==> src/hw/rtl/sab_pkg.sv <==
// Package with the shared types, constants and helpers of the sprite alpha blitter.
`timescale 1ns / 1ps

package sab_pkg;

    localparam int BOARD_COLS = 256;
    localparam int BOARD_ROWS = 128;
    localparam int SPRITE_MAX = 64;

    localparam int CELLS      = BOARD_ROWS * BOARD_COLS;
    localparam int EVEN_DEPTH = (CELLS + 1) / 2;
    localparam int ODD_DEPTH  = CELLS / 2;
    localparam int BA_W       = $clog2(EVEN_DEPTH);
    localparam int GEO_W      = ($clog2(BOARD_COLS) > 11 ? $clog2(BOARD_COLS) : 11) + 2;
    localparam int LIN_W      = $clog2(CELLS) + 2;
    localparam int CFG_DATA_W = 10;

    localparam logic [7:0] ALPHA_MAX = 8'd255;

    typedef logic signed [GEO_W-1:0] t_geo;
    typedef logic signed [LIN_W-1:0] t_lin;

    typedef enum logic [2:0] {
        REG_SPRITE_WIDTH    = 3'd0,
        REG_SPRITE_HEIGHT   = 3'd1,
        REG_CENTER_COL      = 3'd2,
        REG_CENTER_ROW      = 3'd3,
        REG_QUARTER_TURNS   = 3'd4,
        REG_MIRROR_BITS     = 3'd5,
        REG_ORIGIN_HALF_COL = 3'd6,
        REG_ORIGIN_ROW      = 3'd7
    } t_reg_idx;

    typedef enum logic [0:0] {
        ACT_BLIT = 1'b0,
        ACT_READ = 1'b1
    } t_action;

    typedef struct packed {
        logic [6:0]        sprite_width;
        logic [6:0]        sprite_height;
        logic [5:0]        center_col;
        logic [5:0]        center_row;
        logic [1:0]        quarter_turns;
        logic [1:0]        mirror_bits;
        logic signed [9:0] origin_half_col;
        logic signed [8:0] origin_row;
    } t_cfg;

    function automatic logic [7:0] sat_add(input logic [7:0] a, input logic [7:0] b);
        logic [8:0] s;
        s = {1'b0, a} + {1'b0, b};
        return s[8] ? ALPHA_MAX : s[7:0];
    endfunction

endpackage

==> src/hw/rtl/sab_geom.sv <==
// Mirror and quarter-turn geometry that maps a sprite pixel to its board position.
`timescale 1ns / 1ps

module sab_geom (
    input  sab_pkg::t_cfg i_cfg,
    input  logic [5:0]    i_pixel_row,
    input  logic [5:0]    i_pixel_col,
    output sab_pkg::t_geo o_row,
    output sab_pkg::t_geo o_col
);
    import sab_pkg::*;

    t_geo pr, pc, w, h, cx, cy, ex, ey, ox2, oy, fr, fc;

    always_comb begin
        pr  = t_geo'(i_pixel_row);
        pc  = t_geo'(i_pixel_col);
        w   = t_geo'(i_cfg.sprite_width);
        h   = t_geo'(i_cfg.sprite_height);
        cx  = t_geo'(i_cfg.center_col);
        cy  = t_geo'(i_cfg.center_row);
        ex  = t_geo'(!i_cfg.center_col[0]);
        ey  = t_geo'(!i_cfg.center_row[0]);
        ox2 = t_geo'(i_cfg.origin_half_col);
        oy  = t_geo'(i_cfg.origin_row);
        fr  = i_cfg.mirror_bits[1] ? h - t_geo'(1) - pr : pr;
        fc  = i_cfg.mirror_bits[0] ? w - t_geo'(1) - pc : pc;
        case (i_cfg.quarter_turns)
            2'd0: begin
                o_row = oy - cy + fr;
                o_col = ox2 + ((fc - cx) <<< 1);
            end
            2'd1: begin
                o_row = oy - cx + fc;
                o_col = ox2 + ((cy - fr - ey) <<< 1);
            end
            2'd2: begin
                o_row = oy + cy - fr - ey;
                o_col = ox2 + ((cx - fc - ex) <<< 1);
            end
            default: begin
                o_row = oy + cx - fc - ex;
                o_col = ox2 + ((fr - cy) <<< 1);
            end
        endcase
    end

endmodule
==> config.mk <==
export PLATFORM = sky130hd
export DESIGN_NAME = sab_geom
export DESIGN_NICKNAME = d
export VERILOG_FILES = /design/src/hw/rtl/sab_pkg.sv /design/src/hw/rtl/sab_geom.sv
export SDC_FILE = /design/constraint.sdc
export NUM_CORES = 1
export LEC_CHECK = 0
export BUFFER_PORTS_ARGS = -buffer_cell sky130_fd_sc_hd__buf_4
export CAP_MARGIN = 10
export CORE_UTILIZATION = 60
export DETAILED_ROUTE_END_ITERATION = 16
export PLACE_DENSITY = 0.89
export SYNTH_ARGS = -nofsm -noshare
export SYNTH_HDL_FRONTEND = slang
export SYNTH_SLANG_ARGS = --single-unit
==> constraint.sdc <==
create_clock -name vclk -period 10
set_input_delay 0.5 -clock vclk [all_inputs]
set_output_delay 0.5 -clock vclk [all_outputs]
set_load 0.05 [all_outputs]
Word level (Yosys, flattened, before mapping)
Cells that the tools add are included.

storage, ports and cells
  input port bits = 61
  output and inout bits = 26
  logic and storage cells = 33
  register bits after elaboration = 0

operators by class
  reductions and logical operators = 3
  equal/unequal tests = 2
  multiplexer cells = 4
  $add $sub $neg = 24

operator list
  cell                   count
  $add A10 B13 Y13       6
  $pmux W13 S3           2
  $mux W13               2
  $sub A10 B13 Y13       2
  $sub A13 B2 Y13        2
  $sub A12 B2 Y12        2
  $sub A12 B7 Y12        2
  $sub A7 B12 Y12        2
  $add A9 B7 Y10         2
  $sub A9 B7 Y10         2
  $sub A8 B7 Y9          2
  $sub A7 B1 Y8 const B  2
  $eq A2 B1 Y1 const B   1
  $eq A2 B2 Y1 const B   1
  $logic_not A1 Y1       2
  $logic_not A2 Y1       1

Longest topological paths before layout
  depth in word-level cells = 7
  gate-level depth with buffers = 29
  depth with buffers taken out = 29

Worst setup path before layout
OpenSTA, ideal clock, no wires.

  path type = input to output
  start = in i_cfg[45] (netlist bit)
  end = out o_col[12]
  slack = 3.825 ns
  required time = 9.500 ns
  arrival = 5.675 ns
  cell stages on the path = 25
  buffers on the path = 0
  cells stage by stage = or4_2 nand2_1 ha_1 o21a_1 o31ai_1 a21boi_0 nand2_1 o21ai_0 inv_1 fa_1 nor2b_1 a2111oi_0 o21ai_0 nand2_1 xor2_1 nor2_1 a21oi_1 o21ai_1 ha_1 nand2_1 o22ai_1 a211o_1 a21oi_1 xor2_1 xnor2_1

between the ends
  cells in the longest elaborated chain, start to end = 7
  elaborated cells on any way between the ends = 9
  those cells by class = add/sub: 7; mux: 2

RTL lines
  item              RTL line        text
  from (decl)       sab_geom.sv:5   input sab_pkg::t_cfg i_cfg,
  $sub A7 B1 Y8 *   sab_geom.sv:27  fc = i_cfg.mirror_bits[0] ? w - t_geo'(1) - pc : pc;
  $sub A8 B7 Y9 *   sab_geom.sv:27
  $mux W13 *        sab_geom.sv:27
  $sub A7 B12 Y12   sab_geom.sv:39  o_col = ox2 + ((cx - fc - ex) <<< 1);
  $sub A12 B2 Y12   sab_geom.sv:39
  $add A10 B13 Y13  sab_geom.sv:39
  $pmux W13 S3 *    sab_geom.sv:28  case (i_cfg.quarter_turns)
  to (decl)         sab_geom.sv:9   output sab_pkg::t_geo o_col

Every way passes the cells marked *; elsewhere a longest branch is shown, timed or not.

Worst setup path in the final report
Same ends and word-level chain as after synthesis.

==> results.ini <==
[run_status]
status = complete, no violations

[placed_design]
place_congestion = 0.9743
hpwl_um = 14300
io_buffer_count = 85

[finish]
antenna_cells = 0
syn_to_final_growth_pct = 12.42
seq_cells = 0
layout-drive-gt1-share_pct = 12.37
num-nets-final = 1131
seqCellArea_um2 = 0
clkbuf_count = 0

[synth]
synth.avg_cell_area_um2 = 7.680
synth.cell_area_mm2 = 0.006243
synth_area_leader_cell = ha_1
yosys_warnings = 0
ys_seq_area_share_pct = 0
synth.most_common_cell = ha_1
ys_top_cells_by_count = ha_1, inv_1, nor2_1
synth_top_area_share_pct = 28.66
syn_nets = 1053
yosys-top-cells-area = ha_1, fa_1, inv_1
syn-instance-count = 813
ys_types = 63

[sta]
max_freq_ghz = 0.1521
setup_viol = 0
tightest_slew_ns = 1.007
maxSlewViolCount = 0
fin_tns_setup_ns = 0
max_slew_margin_pct = 32.15
post-route-min-period_ns = 6.575
fin_crit_sh_pct = 65.75
hold_viol = 0
rsz0062_at_grt = no
hold_ws_ns = 1.000

[worst_setup_path]
crit_top_cell = nand2_1
slowest_stage = or4_2
cp_num_buf_inv = 3
cp-end-kind = output pin
cp.arrival_ns = 6.07
path_max_fanout = 4
max_stage_delay_ns = 0.70
required_ns = 9.50
cp-start-kind = input pin
crit_type = in2out
critPathTopFamily = compound AO/OA/AOI/OAI gates

[grt]
grt_busiest_layer = met2
grt_usage_pct = 30.57
antenna_found_initial = 0
met1_usage_pct = 40.02
overflow = 0
grt_util_met3_pct = 4.010
use_met2_pct = 51.38
grt_pass1_vias = 5912
grt_max_degree = 23
grt_pass1_wl_um = 27110

[route]
drt_iter0_drc = 414
route.antenna.remaining_nets = 0
routed_via_density = 5.846
wl_um = 16250
wl_per_cell_um = 15.90
drcViolationCount = 0
firstDrtPassIters = 5
vias = 5975

[clocking]
post_cts_buffers = 0
post_cts_resize_count = 0
cts_hold_buffers = 0

[worst_hold_path]
min_path_type = in2out
hold_path_end = o_col[0]
hold_path_depth = 0
min-delay-start = i_cfg[9]

[power]
powerDensity_mw_per_mm2 = 189.9
swShare_pct = 60.76
clkPwrFrac_pct = 0
power_switching_mw = 0.8097
ir_drop_mv = 0.2209
internal-power_mw = 0.5230
p_leak_nw = 3.566
p_seq_share_pct = 0
p_comb_share_pct = 100.0

[floorplanning]
initial_core_util_pct = 63.01
die-area_mm2 = 0.01082
die_y_um = 104.0
row_count = 36
dieWidth_um = 104.0
core_mm2 = 0.009910
io_pins = 87

[job]
drv_cap = 0

-- cells in the final DEF, fill, tap and decap left out, types with 2 or more instances in the layout --
cell,instances
ha_1,143
inv_1,133
buf_4,88
nor2_1,67
nand2_1,58
a21oi_1,55
xnor2_1,48
o21ai_0,43
fa_1,36
xor2_1,31
nand3_1,18
o21a_1,13
nor3_1,13
nor2b_1,12
mux4_2,12
a21o_1,11
a211oi_1,8
o21bai_1,8
o31ai_1,7
nor4_1,5
mux2i_1,5
o31a_1,5
a31oi_1,5
a211o_1,5
o211ai_1,5
o21ai_1,4
nand2b_1,4
o22ai_1,4
nand3b_1,3
or3_1,3
a221o_1,3
a21boi_0,2
and2_1,2
a2bb2oi_1,2
o41ai_1,2
o221ai_1,2
-- layer usage --
| metal | vias to the layer above | part of all wire [%] |
|---|---|---|
| met3 | 31 | 8.0 |
| met1 | 2741 | 44 |
| met4 | 0 | 3.1 |
| li1 | 2956 | - |
| met2 | 247 | 45 |
| met5 | - | 0 |
-- power groups by stage --
stage | clock network (mW) | registers, mW | logic [mW]
detailed placement | 0 | 0 | 1.31
finish | 0 | 0 | 1.33
CTS | 0 | 0 | 1.32
global placement | 0 | 0 | 1.29
floorplan | 0 | 0 | 0.999
global route | 0 | 0 | 1.44
-- cell type report --
cell class | instances | area, µm²
Multi-Input combinational cell | 667 | 5689
Fill cell | 798 | 2890
Timing Repair Buffer | 88 | 660.6
Inverter | 134 | 503.0
Tap cell | 133 | 166.4
-- kinds of logic after synthesis --
logic type,after synthesis,synth area share [%]
AO/OA/AOI/OAI,197,20.30
AND/OR/NAND/NOR,195,14.41
adder cells (fa/ha/maj),179,40.20
buffers and inverters,146,8.878
XOR/XNOR,79,11.08
multiplexers,17,5.130
-- metrics by stage --
step	util [%]	setup WS [ns]	power (mW)	instances	cell area, µm²
2_1_floorplan	-	3.825	0.9995	813	6243
3_3_place_gp	70.83	3.600	1.288	1022	7019
3_5_place_dp	70.83	3.461	1.315	1022	7019
4_1_cts	70.83	3.466	1.322	1022	7019
5_1_grt	70.83	3.028	1.445	1022	7019
6_report	70.83	3.425	1.333	1022	7019
-- worst max-delay path by stage --
stage	endpoint	slack, ns	start	cells past startpoint
after floorplan	o_col[12]	3.83	i_cfg[45]	25
after global placement	o_col[12]	3.60	i_cfg[45]	23
after detailed placement	o_col[12]	3.46	i_cfg[45]	26
after CTS	o_col[12]	3.47	i_cfg[45]	27
after global routing	o_col[11]	3.03	i_cfg[45]	25
final	o_col[12]	3.43	i_cfg[45]	27
(Power assumes the default switching activity.)
